File: config.mk
export PLATFORM = sky130hd
export DESIGN_NAME = multilevel_feedback_queue_scheduler
export DESIGN_NICKNAME = d
export VERILOG_FILES = /design/src/rtl/mfqs_pkg.sv /design/src/rtl/mfqs_ram.sv /design/src/rtl/multilevel_feedback_queue_scheduler.sv
export VERILOG_INCLUDE_DIRS = /design/src /design/src/rtl
export SDC_FILE = /design/constraint.sdc
export NUM_CORES = 2
export LEC_CHECK = 0
export ABC_AREA = 1
export BUFFER_PORTS_ARGS = -buffer_cell sky130_fd_sc_hd__buf_4
export CORE_MARGIN = 2
export CORE_UTILIZATION = 37
export DETAILED_ROUTE_END_ITERATION = 16
export PLACE_DENSITY = 0.57
export SLEW_MARGIN = 20
export SYNTH_ARGS = -nofsm -noshare
export SYNTH_HDL_FRONTEND = slang
export SYNTH_SLANG_ARGS = --single-unit
File: constraint.sdc
create_clock -name clock -period 11.03 [get_ports clock]
set_input_delay 1.103 -clock clock [delete_from_list [all_inputs] [get_ports clock]]
set_output_delay 1.103 -clock clock [all_outputs]
set_load 0.02 [all_outputs]
File: src/rtl/assert_macros.svh
`ifndef ASSERT_MACROS_SVH
`define ASSERT_MACROS_SVH

// Checks that an expression holds at every clock edge outside reset.
`define MFQS_ASSERT_ALWAYS(label, clk, rst, expr) \
   label: assert property (@(posedge clk) disable iff (rst) (expr)) \
      else $error("assertion failed");

// Checks that a condition implies a consequence in the same cycle.
`define MFQS_ASSERT_IMPLY(label, clk, rst, ante, cons) \
   label: assert property (@(posedge clk) disable iff (rst) (ante) |-> (cons)) \
      else $error("assertion failed");

// Checks that a condition implies a consequence in the next cycle.
`define MFQS_ASSERT_NEXT(label, clk, rst, ante, cons) \
   label: assert property (@(posedge clk) disable iff (rst) (ante) |=> (cons)) \
      else $error("assertion failed");

`endif

File: src/rtl/mfqs_pkg.sv
package mfqs_pkg;

   localparam int MaxProc = 8;
   localparam int SlotW   = $clog2(MaxProc);
   localparam int LenW    = $clog2(MaxProc + 1);

   localparam logic [1:0] QueueOne     = 2'd0;
   localparam logic [1:0] QueueTwo     = 2'd1;
   localparam logic [1:0] QueueThree   = 2'd2;
   localparam logic [1:0] QueueBlocked = 2'd3;

   localparam logic [1:0] KindRun  = 2'd0;
   localparam logic [1:0] KindBlk  = 2'd1;
   localparam logic [1:0] KindLoad = 2'd2;

   localparam logic [2:0] EvIdle     = 3'd0;
   localparam logic [2:0] EvRan      = 3'd1;
   localparam logic [2:0] EvFinished = 3'd2;
   localparam logic [2:0] EvToTwo    = 3'd3;
   localparam logic [2:0] EvToThree  = 3'd4;
   localparam logic [2:0] EvRotated  = 3'd5;
   localparam logic [2:0] EvToIo     = 3'd6;
   localparam logic [2:0] EvWaiting  = 3'd1;
   localparam logic [2:0] EvBackOne  = 3'd3;
   localparam logic [2:0] EvBackTwo  = 3'd4;
   localparam logic [2:0] EvBackThree = 3'd5;

   localparam logic [2:0] RegQuantumOne   = 3'd0;
   localparam logic [2:0] RegQuantumTwo   = 3'd1;
   localparam logic [2:0] RegQuantumThree = 3'd2;
   localparam logic [2:0] RegBoostPeriod  = 3'd3;
   localparam logic [2:0] RegIoDuration   = 3'd4;
   localparam logic [2:0] RegProcessCount = 3'd5;

   localparam int DivHundredMul   = 5243;
   localparam int DivHundredShift = 19;

   typedef struct packed {
      logic [7:0]  total;
      logic [6:0]  io_pct;
      logic [15:0] arrival;
      logic [7:0]  remaining;
      logic [15:0] used;
      logic [15:0] slice;
      logic [1:0]  level;
      logic [7:0]  io_left;
      logic        responded;
      logic [15:0] response;
   } proc_row_type;

   typedef struct packed {
      logic [1:0]  kind;
      logic [2:0]  pid;
      logic [2:0]  ev;
      logic [15:0] resp;
      logic [15:0] comp;
      logic [15:0] tat;
   } result_type;

   typedef logic [MaxProc-1:0][SlotW-1:0] queue_type;

   function automatic queue_type q_pop(queue_type q);
      return queue_type'(q >> SlotW);
   endfunction

   function automatic queue_type q_push(queue_type q, logic [LenW-1:0] len,
                                        logic [SlotW-1:0] p);
      queue_type r;
      r = q;
      if (len < LenW'(MaxProc)) begin
         r[len[SlotW-1:0]] = p;
      end
      return r;
   endfunction

   function automatic queue_type q_ins2(queue_type q, logic [LenW-1:0] len,
                                        logic [SlotW-1:0] p);
      queue_type r;
      r = q;
      if (len == '0) begin
         r[0] = p;
      end else if (len < LenW'(MaxProc)) begin
         for (int k = MaxProc - 1; k >= 2; k--) begin
            r[k] = q[k-1];
         end
         r[1] = p;
      end
      return r;
   endfunction

   function automatic logic [LenW-1:0] len_pop(logic [LenW-1:0] l);
      return (l != '0) ? l - LenW'(1) : l;
   endfunction

   function automatic logic [LenW-1:0] len_push(logic [LenW-1:0] l);
      return (l < LenW'(MaxProc)) ? l + LenW'(1) : l;
   endfunction

   function automatic logic [15:0] sat16(logic [15:0] v);
      return (v == 16'hFFFF) ? v : v + 16'd1;
   endfunction

endpackage

File: src/rtl/mfqs_ram.sv
module mfqs_ram #(
   parameter int Width = 8,
   parameter int Depth = 8
) (
   input  logic                     clock,
   input  logic                     wr_en,
   input  logic [$clog2(Depth)-1:0] wr_addr,
   input  logic [Width-1:0]         wr_data,
   input  logic [$clog2(Depth)-1:0] rd_addr,
   output logic [Width-1:0]         rd_data
);

   logic [Width-1:0] mem [Depth];

   always_ff @(posedge clock) begin
      if (wr_en) begin
         mem[wr_addr] <= wr_data;
      end
      rd_data <= mem[rd_addr];
   end

endmodule

File: src/rtl/multilevel_feedback_queue_scheduler.sv
// Three-level feedback queue scheduler. A load beat fills one process slot and is acknowledged
// in the next cycle. A tick beat admits arrivals, runs the head of the highest busy level,
// services the head of the blocked queue and applies the periodic boost, then returns a run
// report and a blocked report. The process table sits in one single-port-read memory, so the
// arrival scan reads each slot in turn, the run step does a 17-step modulo of the draw by the
// instruction count, and the boost check does a modulo of the tick plus one by the period; a
// boost moves processes up one at a time and then rewrites the row of each process in queue one
// and in the blocked queue. The next beat is taken once the last report of the current one has
// been delivered.
`include "assert_macros.svh"

module multilevel_feedback_queue_scheduler (
   input  logic        clock,
   input  logic        reset,
   input  logic        req_tvalid,
   output logic        req_tready,
   // slot[2:0], count[10:3], io_pct[17:11], arrival[33:18], draw[49:34]
   input  logic [55:0] req_tdata,
   // op[0]
   input  logic [0:0]  req_tuser,
   output logic        rsp_tvalid,
   input  logic        rsp_tready,
   // pid[2:0], event[5:3], response[21:6], finish_tick[37:22],
   // turnaround[53:38], boost[54], all_done[55]
   output logic [55:0] rsp_tdata,
   // kind[1:0]
   output logic [1:0]  rsp_tuser,
   output logic        rsp_tlast,
   input  logic        csr_psel,
   input  logic        csr_penable,
   input  logic        csr_pwrite,
   input  logic [4:0]  csr_paddr,
   input  logic [31:0] csr_pwdata,
   output logic [31:0] csr_prdata,
   output logic        csr_pready
);

   localparam int SlotW = mfqs_pkg::SlotW;
   localparam int LenW  = mfqs_pkg::LenW;
   localparam int RowW  = $bits(mfqs_pkg::proc_row_type);

   typedef enum logic [4:0] {
      StIdle, StScanRd, StScanChk, StRunSel, StRunWait, StRunMul, StRunMod, StRunUpd,
      StBlkSel, StBlkWait, StBlkUpd, StBstStart, StBstMod, StBstMove, StBstRd0, StBstWr0,
      StBstRd3, StBstWr3, StFin, StOutRun, StOutBlk
   } state_type;

   logic [7:0]  q1_ff, q2_ff, q3_ff, iod_ff;
   logic [15:0] period_ff;
   logic [3:0]  pc_ff;

   state_type                    state_ff, state_in;
   logic [LenW-1:0]              idx_ff, idx_in;
   logic [1:0]                   w_ff, w_in;
   mfqs_pkg::proc_row_type       cur_ff, cur_in;
   logic [15:0]                  draw_ff, draw_in;
   logic [14:0]                  prod_ff, prod_in;
   logic [8:0]                   thr_ff, thr_in;
   logic [16:0]                  mod_num_ff, mod_num_in;
   logic [15:0]                  mod_rem_ff, mod_rem_in;
   logic [15:0]                  mod_div_ff, mod_div_in;
   logic [4:0]                   mod_cnt_ff, mod_cnt_in;
   mfqs_pkg::queue_type          q_ff [4];
   mfqs_pkg::queue_type          q_in [4];
   logic [LenW-1:0]              len_ff [4];
   logic [LenW-1:0]              len_in [4];
   logic [15:0]                  tick_ff, tick_in;
   logic [3:0]                   fin_ff, fin_in;
   logic [mfqs_pkg::MaxProc-1:0] loaded_ff, loaded_in;
   mfqs_pkg::result_type         res_run_ff, res_run_in, res_blk_ff, res_blk_in;
   logic                         boost_ff, boost_in;
   logic                         load_ff, load_in;

   logic                         ram_we;
   logic [SlotW-1:0]             ram_waddr, ram_raddr;
   mfqs_pkg::proc_row_type       ram_wdata, ram_rdata;

   logic [16:0]                  mod_t;
   logic [15:0]                  mod_next;
   logic [27:0]                  thr_prod;
   logic [15:0]                  resp_calc, tat_calc, tick_diff;
   logic [15:0]                  sum_q12;
   logic [LenW+1:0]              occ_sum;
   logic                         all_done;
   logic                         csr_wr;

   mfqs_ram #(.Width(RowW), .Depth(mfqs_pkg::MaxProc)) u_ram (
      .clock   (clock),
      .wr_en   (ram_we),
      .wr_addr (ram_waddr),
      .wr_data (ram_wdata),
      .rd_addr (ram_raddr),
      .rd_data (ram_rdata)
   );

   assign csr_pready = 1'b1;
   assign csr_wr = csr_psel && csr_penable && csr_pwrite && csr_pready;

   always_ff @(posedge clock) begin
      if (reset) begin
         q1_ff     <= 8'd5;
         q2_ff     <= 8'd10;
         q3_ff     <= 8'd20;
         period_ff <= 16'd40;
         iod_ff    <= 8'd5;
         pc_ff     <= 4'd0;
      end else if (csr_wr) begin
         unique case (csr_paddr[4:2])
            mfqs_pkg::RegQuantumOne:   q1_ff     <= csr_pwdata[7:0];
            mfqs_pkg::RegQuantumTwo:   q2_ff     <= csr_pwdata[7:0];
            mfqs_pkg::RegQuantumThree: q3_ff     <= csr_pwdata[7:0];
            mfqs_pkg::RegBoostPeriod:  period_ff <= csr_pwdata[15:0];
            mfqs_pkg::RegIoDuration:   iod_ff    <= csr_pwdata[7:0];
            mfqs_pkg::RegProcessCount: pc_ff     <= csr_pwdata[3:0];
            default: ;
         endcase
      end
   end

   always_comb begin
      unique case (csr_paddr[4:2])
         mfqs_pkg::RegQuantumOne:   csr_prdata = {24'd0, q1_ff};
         mfqs_pkg::RegQuantumTwo:   csr_prdata = {24'd0, q2_ff};
         mfqs_pkg::RegQuantumThree: csr_prdata = {24'd0, q3_ff};
         mfqs_pkg::RegBoostPeriod:  csr_prdata = {16'd0, period_ff};
         mfqs_pkg::RegIoDuration:   csr_prdata = {24'd0, iod_ff};
         mfqs_pkg::RegProcessCount: csr_prdata = {28'd0, pc_ff};
         default:                   csr_prdata = 32'd0;
      endcase
   end

   assign mod_t    = {mod_rem_ff, mod_num_ff[16]};
   assign mod_next = (mod_t >= {1'b0, mod_div_ff}) ? 16'(mod_t - {1'b0, mod_div_ff})
                                                   : mod_t[15:0];
   assign thr_prod = {13'd0, prod_ff} * 28'(mfqs_pkg::DivHundredMul);
   assign tick_diff = tick_ff - cur_ff.arrival;
   assign resp_calc = (tick_ff >= cur_ff.arrival) ? tick_diff : 16'd0;
   assign tat_calc  = (tick_ff < cur_ff.arrival) ? 16'd0 :
                      (tick_diff == 16'hFFFF) ? 16'hFFFF : tick_diff + 16'd1;
   assign sum_q12   = {7'd0, {1'b0, q1_ff} + {1'b0, q2_ff}};
   assign all_done  = fin_ff >= pc_ff;

   always_comb begin
      mfqs_pkg::proc_row_type row;
      logic [SlotW-1:0]       pv;
      logic [1:0]             tq;
      state_in   = state_ff;
      idx_in     = idx_ff;
      w_in       = w_ff;
      cur_in     = cur_ff;
      draw_in    = draw_ff;
      prod_in    = prod_ff;
      thr_in     = thr_ff;
      mod_num_in = mod_num_ff;
      mod_rem_in = mod_rem_ff;
      mod_div_in = mod_div_ff;
      mod_cnt_in = mod_cnt_ff;
      q_in       = q_ff;
      len_in     = len_ff;
      tick_in    = tick_ff;
      fin_in     = fin_ff;
      loaded_in  = loaded_ff;
      res_run_in = res_run_ff;
      res_blk_in = res_blk_ff;
      boost_in   = boost_ff;
      load_in    = load_ff;
      ram_we     = 1'b0;
      ram_waddr  = '0;
      ram_wdata  = cur_ff;
      ram_raddr  = '0;
      row        = cur_ff;
      pv         = res_run_ff.pid[SlotW-1:0];
      tq         = mfqs_pkg::QueueOne;

      unique case (state_ff)
         StIdle: begin
            if (req_tvalid) begin
               boost_in   = 1'b0;
               res_run_in = '0;
               res_blk_in = '0;
               res_blk_in.kind = mfqs_pkg::KindBlk;
               if (req_tuser[0] == 1'b0) begin
                  pv = req_tdata[SlotW-1:0];
                  res_run_in.kind = mfqs_pkg::KindLoad;
                  res_run_in.pid  = req_tdata[2:0];
                  load_in = 1'b1;
                  if (!loaded_ff[pv]) begin
                     loaded_in[pv] = 1'b1;
                     row = '0;
                     row.total     = (req_tdata[10:3] != 8'd0) ? req_tdata[10:3] : 8'd1;
                     row.io_pct    = req_tdata[17:11];
                     row.arrival   = req_tdata[33:18];
                     row.remaining = row.total;
                     ram_we    = 1'b1;
                     ram_waddr = pv;
                     ram_wdata = row;
                  end
                  state_in = StOutRun;
               end else begin
                  res_run_in.kind = mfqs_pkg::KindRun;
                  draw_in  = req_tdata[49:34];
                  load_in  = 1'b0;
                  idx_in   = '0;
                  state_in = StScanRd;
               end
            end
         end
         StScanRd: begin
            ram_raddr = idx_ff[SlotW-1:0];
            state_in  = StScanChk;
         end
         StScanChk: begin
            pv  = idx_ff[SlotW-1:0];
            row = ram_rdata;
            if (loaded_ff[pv] && row.level == 2'd0 && row.arrival == tick_ff) begin
               q_in[mfqs_pkg::QueueOne] = mfqs_pkg::q_push(q_ff[mfqs_pkg::QueueOne],
                                                           len_ff[mfqs_pkg::QueueOne], pv);
               len_in[mfqs_pkg::QueueOne] = mfqs_pkg::len_push(len_ff[mfqs_pkg::QueueOne]);
               row.level     = 2'd1;
               row.remaining = row.total;
               ram_we    = 1'b1;
               ram_waddr = pv;
               ram_wdata = row;
            end
            if (pv == SlotW'(mfqs_pkg::MaxProc - 1)) begin
               state_in = StRunSel;
            end else begin
               idx_in   = idx_ff + LenW'(1);
               state_in = StScanRd;
            end
         end
         StRunSel: begin
            priority if (len_ff[mfqs_pkg::QueueOne] != '0) begin
               tq = mfqs_pkg::QueueOne;
            end else if (len_ff[mfqs_pkg::QueueTwo] != '0) begin
               tq = mfqs_pkg::QueueTwo;
            end else begin
               tq = mfqs_pkg::QueueThree;
            end
            if (len_ff[tq] != '0) begin
               w_in       = tq;
               ram_raddr  = q_ff[tq][0];
               res_run_in.pid = 3'(q_ff[tq][0]);
               state_in   = StRunWait;
            end else begin
               state_in = StBlkSel;
            end
         end
         StRunWait: begin
            cur_in   = ram_rdata;
            state_in = StRunMul;
         end
         StRunMul: begin
            prod_in    = {8'd0, cur_ff.io_pct} * {7'd0, cur_ff.total};
            mod_num_in = {1'b0, draw_ff};
            mod_div_in = {8'd0, cur_ff.total};
            mod_rem_in = '0;
            mod_cnt_in = '0;
            state_in   = StRunMod;
         end
         StRunMod: begin
            thr_in     = thr_prod[mfqs_pkg::DivHundredShift +: 9];
            mod_rem_in = mod_next;
            mod_num_in = mod_num_ff << 1;
            mod_cnt_in = mod_cnt_ff + 5'd1;
            if (mod_cnt_ff == 5'd16) begin
               state_in = StRunUpd;
            end
         end
         StRunUpd: begin
            if (!row.responded) begin
               row.responded = 1'b1;
               row.response  = resp_calc;
            end
            if (mod_rem_ff >= {7'd0, thr_ff}) begin
               if (row.remaining != 8'd0) begin
                  row.remaining = row.remaining - 8'd1;
               end
               row.used = mfqs_pkg::sat16(row.used);
               if (w_ff == mfqs_pkg::QueueThree) begin
                  row.slice = mfqs_pkg::sat16(row.slice);
               end
               priority if (row.remaining == 8'd0) begin
                  q_in[w_ff]   = mfqs_pkg::q_pop(q_ff[w_ff]);
                  len_in[w_ff] = mfqs_pkg::len_pop(len_ff[w_ff]);
                  res_run_in.ev   = mfqs_pkg::EvFinished;
                  res_run_in.resp = row.response;
                  res_run_in.comp = tick_ff;
                  res_run_in.tat  = tat_calc;
                  fin_in = (fin_ff < 4'd15) ? fin_ff + 4'd1 : fin_ff;
               end else if (w_ff == mfqs_pkg::QueueOne && row.used >= {8'd0, q1_ff}) begin
                  tq = mfqs_pkg::QueueTwo;
                  row.level = 2'd2;
                  res_run_in.ev = mfqs_pkg::EvToTwo;
               end else if (w_ff == mfqs_pkg::QueueTwo && row.used >= sum_q12) begin
                  tq = mfqs_pkg::QueueThree;
                  row.level = 2'd3;
                  row.slice = '0;
                  res_run_in.ev = mfqs_pkg::EvToThree;
               end else if (w_ff == mfqs_pkg::QueueThree && row.slice >= {8'd0, q3_ff}) begin
                  tq = mfqs_pkg::QueueThree;
                  row.slice = '0;
                  res_run_in.ev = mfqs_pkg::EvRotated;
               end else begin
                  res_run_in.ev = mfqs_pkg::EvRan;
               end
            end else begin
               tq = mfqs_pkg::QueueBlocked;
               row.io_left = iod_ff;
               res_run_in.ev = mfqs_pkg::EvToIo;
            end
            if (res_run_in.ev != mfqs_pkg::EvRan && res_run_in.ev != mfqs_pkg::EvFinished) begin
               q_in[w_ff]   = mfqs_pkg::q_pop(q_ff[w_ff]);
               len_in[w_ff] = mfqs_pkg::len_pop(len_ff[w_ff]);
               q_in[tq]     = mfqs_pkg::q_push(q_in[tq], len_in[tq], pv);
               len_in[tq]   = mfqs_pkg::len_push(len_in[tq]);
            end
            ram_we    = 1'b1;
            ram_waddr = pv;
            ram_wdata = row;
            state_in  = StBlkSel;
         end
         StBlkSel: begin
            if (len_ff[mfqs_pkg::QueueBlocked] != '0) begin
               ram_raddr = q_ff[mfqs_pkg::QueueBlocked][0];
               res_blk_in.pid = 3'(q_ff[mfqs_pkg::QueueBlocked][0]);
               state_in = StBlkWait;
            end else begin
               state_in = StBstStart;
            end
         end
         StBlkWait: begin
            cur_in   = ram_rdata;
            state_in = StBlkUpd;
         end
         StBlkUpd: begin
            pv = res_blk_ff.pid[SlotW-1:0];
            row.used = mfqs_pkg::sat16(row.used);
            if (row.io_left <= 8'd1) begin
               row.io_left = 8'd0;
               q_in[mfqs_pkg::QueueBlocked] = mfqs_pkg::q_pop(q_ff[mfqs_pkg::QueueBlocked]);
               len_in[mfqs_pkg::QueueBlocked] =
                  mfqs_pkg::len_pop(len_ff[mfqs_pkg::QueueBlocked]);
               if (row.remaining <= 8'd1) begin
                  row.remaining   = 8'd0;
                  res_blk_in.ev   = mfqs_pkg::EvFinished;
                  res_blk_in.resp = row.response;
                  res_blk_in.comp = tick_ff;
                  res_blk_in.tat  = tat_calc;
                  fin_in = (fin_ff < 4'd15) ? fin_ff + 4'd1 : fin_ff;
               end else begin
                  row.remaining = row.remaining - 8'd1;
                  priority if (row.used > sum_q12) begin
                     tq = mfqs_pkg::QueueThree;
                     row.slice = '0;
                     res_blk_in.ev = mfqs_pkg::EvBackThree;
                  end else if (row.used > {8'd0, q1_ff}) begin
                     tq = mfqs_pkg::QueueTwo;
                     res_blk_in.ev = mfqs_pkg::EvBackTwo;
                  end else begin
                     tq = mfqs_pkg::QueueOne;
                     res_blk_in.ev = mfqs_pkg::EvBackOne;
                  end
                  if (row.level == tq + 2'd1) begin
                     q_in[tq] = mfqs_pkg::q_ins2(q_ff[tq], len_ff[tq], pv);
                  end else begin
                     q_in[tq] = mfqs_pkg::q_push(q_ff[tq], len_ff[tq], pv);
                     row.level = tq + 2'd1;
                  end
                  len_in[tq] = mfqs_pkg::len_push(len_ff[tq]);
               end
            end else begin
               row.io_left   = row.io_left - 8'd1;
               res_blk_in.ev = mfqs_pkg::EvWaiting;
            end
            ram_we    = 1'b1;
            ram_waddr = pv;
            ram_wdata = row;
            state_in  = StBstStart;
         end
         StBstStart: begin
            if (period_ff == 16'd0) begin
               state_in = StFin;
            end else begin
               mod_num_in = {1'b0, tick_ff} + 17'd1;
               mod_div_in = period_ff;
               mod_rem_in = '0;
               mod_cnt_in = '0;
               state_in   = StBstMod;
            end
         end
         StBstMod: begin
            mod_rem_in = mod_next;
            mod_num_in = mod_num_ff << 1;
            mod_cnt_in = mod_cnt_ff + 5'd1;
            if (mod_cnt_ff == 5'd16) begin
               if (mod_next == 16'd0) begin
                  boost_in = 1'b1;
                  state_in = StBstMove;
               end else begin
                  state_in = StFin;
               end
            end
         end
         StBstMove: begin
            priority if (len_ff[mfqs_pkg::QueueTwo] != '0) begin
               tq = mfqs_pkg::QueueTwo;
            end else begin
               tq = mfqs_pkg::QueueThree;
            end
            if (len_ff[tq] != '0) begin
               q_in[tq]   = mfqs_pkg::q_pop(q_ff[tq]);
               len_in[tq] = mfqs_pkg::len_pop(len_ff[tq]);
               q_in[mfqs_pkg::QueueOne] = mfqs_pkg::q_push(q_ff[mfqs_pkg::QueueOne],
                                                           len_ff[mfqs_pkg::QueueOne],
                                                           q_ff[tq][0]);
               len_in[mfqs_pkg::QueueOne] = mfqs_pkg::len_push(len_ff[mfqs_pkg::QueueOne]);
            end else begin
               idx_in   = '0;
               state_in = StBstRd0;
            end
         end
         StBstRd0: begin
            if (idx_ff < len_ff[mfqs_pkg::QueueOne]) begin
               ram_raddr = q_ff[mfqs_pkg::QueueOne][idx_ff[SlotW-1:0]];
               state_in  = StBstWr0;
            end else begin
               idx_in   = '0;
               state_in = StBstRd3;
            end
         end
         StBstWr0: begin
            row       = ram_rdata;
            row.used  = '0;
            row.level = 2'd1;
            ram_we    = 1'b1;
            ram_waddr = q_ff[mfqs_pkg::QueueOne][idx_ff[SlotW-1:0]];
            ram_wdata = row;
            idx_in    = idx_ff + LenW'(1);
            state_in  = StBstRd0;
         end
         StBstRd3: begin
            if (idx_ff < len_ff[mfqs_pkg::QueueBlocked]) begin
               ram_raddr = q_ff[mfqs_pkg::QueueBlocked][idx_ff[SlotW-1:0]];
               state_in  = StBstWr3;
            end else begin
               state_in = StFin;
            end
         end
         StBstWr3: begin
            row       = ram_rdata;
            row.used  = '0;
            ram_we    = 1'b1;
            ram_waddr = q_ff[mfqs_pkg::QueueBlocked][idx_ff[SlotW-1:0]];
            ram_wdata = row;
            idx_in    = idx_ff + LenW'(1);
            state_in  = StBstRd3;
         end
         StFin: begin
            tick_in  = mfqs_pkg::sat16(tick_ff);
            state_in = StOutRun;
         end
         StOutRun: begin
            if (rsp_tready) begin
               state_in = load_ff ? StIdle : StOutBlk;
            end
         end
         StOutBlk: begin
            if (rsp_tready) begin
               state_in = StIdle;
            end
         end
         default: state_in = StIdle;
      endcase
   end

   always_ff @(posedge clock) begin
      if (reset) begin
         state_ff  <= StIdle;
         len_ff    <= '{default: '0};
         tick_ff   <= '0;
         fin_ff    <= '0;
         loaded_ff <= '0;
         boost_ff  <= 1'b0;
         load_ff   <= 1'b0;
      end else begin
         state_ff  <= state_in;
         len_ff    <= len_in;
         tick_ff   <= tick_in;
         fin_ff    <= fin_in;
         loaded_ff <= loaded_in;
         boost_ff  <= boost_in;
         load_ff   <= load_in;
      end
      idx_ff     <= idx_in;
      w_ff       <= w_in;
      cur_ff     <= cur_in;
      draw_ff    <= draw_in;
      prod_ff    <= prod_in;
      thr_ff     <= thr_in;
      mod_num_ff <= mod_num_in;
      mod_rem_ff <= mod_rem_in;
      mod_div_ff <= mod_div_in;
      mod_cnt_ff <= mod_cnt_in;
      q_ff       <= q_in;
      res_run_ff <= res_run_in;
      res_blk_ff <= res_blk_in;
   end

   mfqs_pkg::result_type res_out;

   assign req_tready = (state_ff == StIdle);
   assign rsp_tvalid = (state_ff == StOutRun) || (state_ff == StOutBlk);
   assign res_out    = (state_ff == StOutBlk) ? res_blk_ff : res_run_ff;
   assign rsp_tlast  = (state_ff == StOutBlk) || ((state_ff == StOutRun) && load_ff);
   assign rsp_tuser  = res_out.kind;
   assign rsp_tdata  = {all_done, boost_ff, res_out.tat, res_out.comp, res_out.resp,
                        res_out.ev, res_out.pid};

   assign occ_sum = (LenW+2)'(len_ff[0]) + (LenW+2)'(len_ff[1]) +
                    (LenW+2)'(len_ff[2]) + (LenW+2)'(len_ff[3]);

   `MFQS_ASSERT_ALWAYS(a_occupancy, clock, reset, occ_sum <= (LenW+2)'(mfqs_pkg::MaxProc))
   `MFQS_ASSERT_IMPLY(a_no_overlap, clock, reset, rsp_tvalid, !req_tready)
   `MFQS_ASSERT_NEXT(a_back_idle, clock, reset, rsp_tvalid && rsp_tready && rsp_tlast, req_tready)

endmodule
Word-level counts from Yosys, hierarchy flattened:

Memory sizes are Yosys's and may differ from the RTL's. A register that Yosys moved wholly into a read port is not among the register bits.
Cells that the tools add are included.

* register bits: 507
* memory bits (writable): 784
* input port bits: 101
* output and inout port bits: 94
* logic and storage cells: 540
* memories kept: 1

Memories
* u_ram.mem: words 8, width 98, rd ports 1, clocked after memory_dff 1, wr ports 1, RTL line mfqs_ram.sv:13 `logic [Width-1:0] mem [Depth];`

* add/sub/neg operators: 20
* multipliers: 2
* order comparisons: 36
* eq/ne operators: 59
* muxes and demuxes: 258
* bitwise gates (word level): 9
* reduce and logical (&&, ||, !) cells: 77

Operators with widths (count)
* 2-to-1 mux 96 bit: 8
* one-hot mux 98 bit (6 select lines): 1
* bitwise mux 96 bit: 6
* 2-to-1 mux 24 bit: 23
* 2-to-1 mux 98 bit: 4
* 2-to-1 mux 16 bit: 23
* binary-select mux 24 bit (select 2 bit): 5
* one-hot mux 72 bit (3 select lines): 1
* one-hot mux 51 bit (2 select lines): 2
* demux 24 bit (select 2 bit): 4
* 2-to-1 mux 48 bit: 4
* 2-to-1 mux 4 bit: 32
* 2-to-1 mux 21 bit: 6
* 2-to-1 mux 54 bit: 2
* one-hot mux 5 bit (21 select lines): 1
* 2-to-1 mux 3 bit: 33
* bitwise mux 24 bit: 4
* one-hot mux 16 bit (6 select lines): 1
* one-hot mux 24 bit (4 select lines): 1
* bitwise mux 16 bit: 5
* adder 16 x 1 -> 16 bit, second input constant: 4
* == test 16 bit, second input constant: 4
* 2-to-1 mux 8 bit: 8
* 2-to-1 mux 5 bit: 12
* 90 further kinds: 267

Logic depth before layout (Yosys ltp):

* word-level depth: 28
* gate-level depth with buffers: 36
* gate-level depth less buffers: 34

Hierarchy:

Synthesis repeated with hierarchy kept, for this count alone.

* cells, all modules: 9642
* area, all modules: 80479.7 µm²

By module, submodules not included
* multilevel_feedback_queue_scheduler: instances 1, cells an instance 6139, area an instance 44218.7 µm², sequential area each 14163.6 µm²
* mfqs_ram: instances 1, cells an instance 3503, area an instance 36261.0 µm², sequential area each 25504.5 µm²

Least setup slack after synthesis:

No wires, ideal clock.

* path type: input to register
* start point: input port req_tdata[1]
* end point: memory u_ram.mem[0][0] (netlist bit) (enable)
* library setup time: 675 ps
* arrival: 9244 ps
* data required time: 10355 ps
* slack: 1110 ps
* stages on the path: 12
* path buffers: 1
* cells stage by stage: clkbuf_1 > nor2_1 > o21ai_0 > a21oi_1 > nor3_1 > o2111ai_1 > nor2_1 > inv_1 > nor2_1 > a2111oi_0 > o21ai_0 > nor3_1

* longest elaborated chain between the ends: 8
* elaborated cells between the ends (all ways): 12
* classes of those cells: mux (12)

RTL lines
* from (decl): RTL line multilevel_feedback_queue_scheduler.sv:18 `input logic [55:0] req_tdata,`
* binary-select mux 1 bit (select 3 bit): RTL line multilevel_feedback_queue_scheduler.sv:187 `if (!loaded_ff[pv]) begin`
* 2-to-1 mux 1 bit (implied by the code): RTL line multilevel_feedback_queue_scheduler.sv:187
* 2-to-1 mux 1 bit: RTL line multilevel_feedback_queue_scheduler.sv:187
* 2-to-1 mux 1 bit: RTL line multilevel_feedback_queue_scheduler.sv:182 `if (req_tuser[0] == 1'b0) begin`
* 2-to-1 mux 1 bit: RTL line multilevel_feedback_queue_scheduler.sv:177 `if (req_tvalid) begin`
* one-hot mux 1 bit (3 select lines): RTL line multilevel_feedback_queue_scheduler.sv:175 `unique case (state_ff)`
* 2-to-1 mux 1 bit: RTL line mfqs_ram.sv:16 `if (wr_en) begin`
* 2-to-1 mux 1 bit (implied by the code): RTL line mfqs_ram.sv:17 `mem[wr_addr] <= wr_data;`
* to (decl): RTL line mfqs_ram.sv:13

Several ways; a longest one is shown, not always the timed one. The select of a mux whose other input is x is not followed.

==> impl_summary.log <==
INFO  metric buffer_ports.inserted = 153
INFO  metric timing.critical_path.mode_cell = nand2_1
INFO  metric postCtsSetupBuffers = 0
INFO  metric number_of_global_route_vias_before_repair = a little over 60000
INFO  metric finalNetCount = approximately 9000
INFO  metric crit_type = reg2reg
INFO  metric critical_path.reg2reg.startpoint = w_ff[0]
INFO  metric post_route_cells_drive_above_1_share = about 8%
INFO  metric synth-seq-cells = 1388
INFO  metric worst_slack = between 3 and 4 ns
INFO  metric yosysMostFrequentCell = nand2_1
INFO  metric comb_power_share = between 30% and 40%
INFO  metric hold_path_class = reg2reg
INFO  metric grt_max_degree = about 220
INFO  metric clock_power_share = around 28%
INFO  metric synth_ff_type = edfxtp_1
INFO  metric hold-worst-slack = roughly 0.43 ns
INFO  metric timing.hold.worst_path_depth = 0
INFO  metric critical-path-top-delay-family = simple AND/OR/NAND/NOR gates
INFO  metric critical_path.startpoint_type = register
INFO  metric slew_headroom = approximately 17%
INFO  metric core.rowCount = 167
INFO  metric pre_cts_ws = slightly above 4 ns
INFO  metric post_drt_via_cell_ratio = 5.58
INFO  metric finalWorstPathRequiredPeriod = 7.25 ns
INFO  metric maxCapViolCount = 0
INFO  metric clock_tree_from_tritoncts = yes
INFO  metric tritoncts_num_sinks = ~1400
INFO  metric synth.yosys.warnings = 0
INFO  metric cts_hold_buffers = 0
INFO  metric areaGrowthSynthToFinish = 11.7%
INFO  metric top_level_ports = between 150 and 200
INFO  metric grt_overflow_total = 0
INFO  metric layout.core_utilization = approximately two fifths
INFO  metric global_route.usage.total = 24.4%
INFO  metric cellInternalPower = around 12 mW
INFO  metric total_switching_power = 6.94 mW
INFO  metric worst_path_slowest_cell = inv_1
INFO  metric h-tree-depth = 4
INFO  metric grt_antenna_before_repair = 10
INFO  metric drtPass1Iterations = 7
INFO  metric max-vdd-ir-drop = 0.186 mV
INFO  metric p_per_area = ~220 mW/mm²
INFO  metric post_synthesis_sequential_area_ratio = about half
INFO  metric fin_total_pwr = about 19 mW
INFO  metric cp_data_arrival_time = ~7.8 ns
INFO  metric cts-buffers-inserted = 155
INFO  metric synth_async_sr_flop_share = 0%
INFO  metric drt_iter0_drc = approximately 7000
INFO  metric synth_largest_type_area_fraction = a little under half
INFO  metric power.leakage = 33.8 nW
INFO  metric gp_congestion = about 0.97
INFO  metric power.share.sequential = between 40% and 50%
INFO  metric clockBufferDepth = 3
INFO  metric post-route-period-util = approximately two thirds
INFO  metric die-area = 0.212 mm²
INFO  metric end_kind = register
INFO  metric die_w = approximately 460 µm
INFO  metric synthesis.instances = about 8500
INFO  metric ff2ff_path_depth = 25
INFO  metric post_synth_most_frequent_cells = 1707 x nand2_1, 1187 x edfxtp_1, 934 x nor2_1
INFO  metric required = around 12 ns
INFO  metric via_count = ~64000
INFO  metric post-route-drc-count = 0
INFO  metric power_switching_share = a little over a third
INFO  metric clk_pin_slew_worst_paths = 0.07 ns
INFO  metric synth-edff-count = 1187
INFO  metric r2r_end = q_ff[37]
INFO  metric slew_viol_final = 0
INFO  metric critical-path-max-stage-delay = slightly below 1 ns
INFO  metric finalClockSkew = between 0.05 and 0.06 ns
INFO  metric ctsResizeCount = 0
INFO  metric ant_nets = 0
INFO  metric post_synth_main_area_contributors = edfxtp_1 46%, nand2_1 8.3%, dfxtp_1 5.2%
INFO  metric worst_slew_pin_slew = between 1 and 1.5 ns
INFO  metric yosysUniqueCellTypes = 78
INFO  metric timing.hold.worst.start = u_ram.rd_data[51]
INFO  metric grt_first_pass_wirelength = between 300000 and 400000 µm
INFO  metric worst_path_fanout_max = 45
INFO  metric wl_per_cell = 23.1 µm
INFO  metric clock-root-buffer = clkbuf_16
INFO  metric unrepaired_setup_endpoints_after_global_routing = no
INFO  metric timing.reg2reg.setup_slack = about 3.8 ns
INFO  metric clock_latency = 0.86 ns
INFO  metric result_of_the_run = completed
INFO  metric setup-tns-final = 0 ns
INFO  metric synth.avg_cell_area = approximately 9.0 µm²
INFO  metric drt-total-wl = roughly 260000 µm
INFO  metric netlist_area = about 0.077 mm²
INFO  metric coreArea = 0.207 mm²
INFO  metric post-synth-top-area-cell = edfxtp_1
INFO  metric floorplan.die.height = 461 µm
INFO  metric crit_buf_inv = 7
INFO  metric achievable-frequency = 138 MHz
INFO  metric setup_violations = 0
INFO  metric post-dp-hpwl = approximately 170000 µm
INFO  metric final-hold-violation-count = 0
INFO  metric initial_utilization = a little under two fifths
INFO  metric min_to = cur_ff[51]
-- metrics by stage --
stage | area, µm² | cells
floorplan | 77200 | 8561
global placement | 81000 | 11200
CTS | 86200 | 11500
detailed placement | 81100 | 11200
finish | 86200 | 11500
global route | 86200 | 11500
-- metal layers --
layer  share of wire [%]  GRT usage (%)  routed length, µm  vias to the layer above
met5                   0              0                  0                        -
met4                 4.7           10.9              12400                        0
met3                 7.8           3.55              20600                      600
met2                  46           39.1             121000                     2825
met1                  42           32.7             111000                    31000
li1                    -              -                  -                    29400
-- cell usage in the layout, fill, tap and decap left out, types with 45 or more instances in the layout --
cell type,synthesis,final
nor3b_1,103,103
xor2_1,93,93
ha_1,237,237
inv_1,881,880
o211ai_1,138,138
o21bai_1,48,48
o21ai_0,496,492
clkbuf_16,0,158
nand3_1,379,376
fa_1,101,101
o22ai_1,46,45
nand2_1,1707,1705
edfxtp_1,1187,1187
nand4_1,56,56
nor2_1,934,915
a22oi_1,58,58
a32o_1,99,99
buf_4,25,266
dfxtp_1,201,201
o221ai_1,64,64
nor3_1,259,253
a21oi_1,616,615
-- worst max-delay path by stage --
stage                            start               to  slack, ns  cells after the start
after floorplan           req_tdata[1]  u_ram.mem[0][0]       1.11                     12
after global placement      cur_ff[43]         q_ff[29]       4.10                     30
after detailed placement    cur_ff[43]         q_ff[29]       4.07                     30
after CTS                   cur_ff[43]         q_ff[29]       4.11                     30
after global routing        cur_ff[43]         q_ff[32]       3.44                     30
final                          w_ff[0]         q_ff[37]       3.78                     25
-- state kept, by name (all words and copies together) (netlist names), 16 cells and up, named ones only --
signal / count
u_ram.mem: 784
tick_ff: 16
cur_ff: 98
u_ram.rd_data: 98
mod_div_ff: 16
mod_num_ff: 17
res_run_ff: 55
mod_rem_ff: 16
draw_ff: 16
period_ff: 16
len_ff: 16
res_blk_ff: 54
q_ff: 72
-- final cells by class --
cell class | instances | area [µm²]
Fill cell | 20300 | 121000
Sequential cell | 1388 | 39700
Multi-Input combinational cell | 5789 | 32300
Clock buffer | 203 | 4210
Tap cell | 2788 | 3490
Inverter | 924 | 3480
Timing Repair Buffer | 272 | 2120
Clock inverter | 87 | 910
Antenna cell | 3 | 7.51
-- power by group through the flow --
stage	sequential, mW	clock [mW]	combinational (mW)
after global placement	7.90	0	5.73
after CTS	7.81	5.34	5.87
after floorplan	7.77	0	3.88
after global routing	7.89	5.52	6.47
after detailed placement	7.92	0	5.85
final	7.83	5.24	5.91
-- cells by family after synthesis --
| group | share of synthesized area (%) |
|---|---|
| DFF | 51.4 |
| xor gates and xnor gates | 1.29 |
| and+or+nand+nor | 19.7 |
| AOI/OAI and AO/OA | 14.0 |
| adders and majority gates | 6.46 |
| muxes | 0.0130 |
| buffers and inverters | 7.08 |
| other | 0.00973 |
No activity file was read; power rests on OpenSTA's default activity.
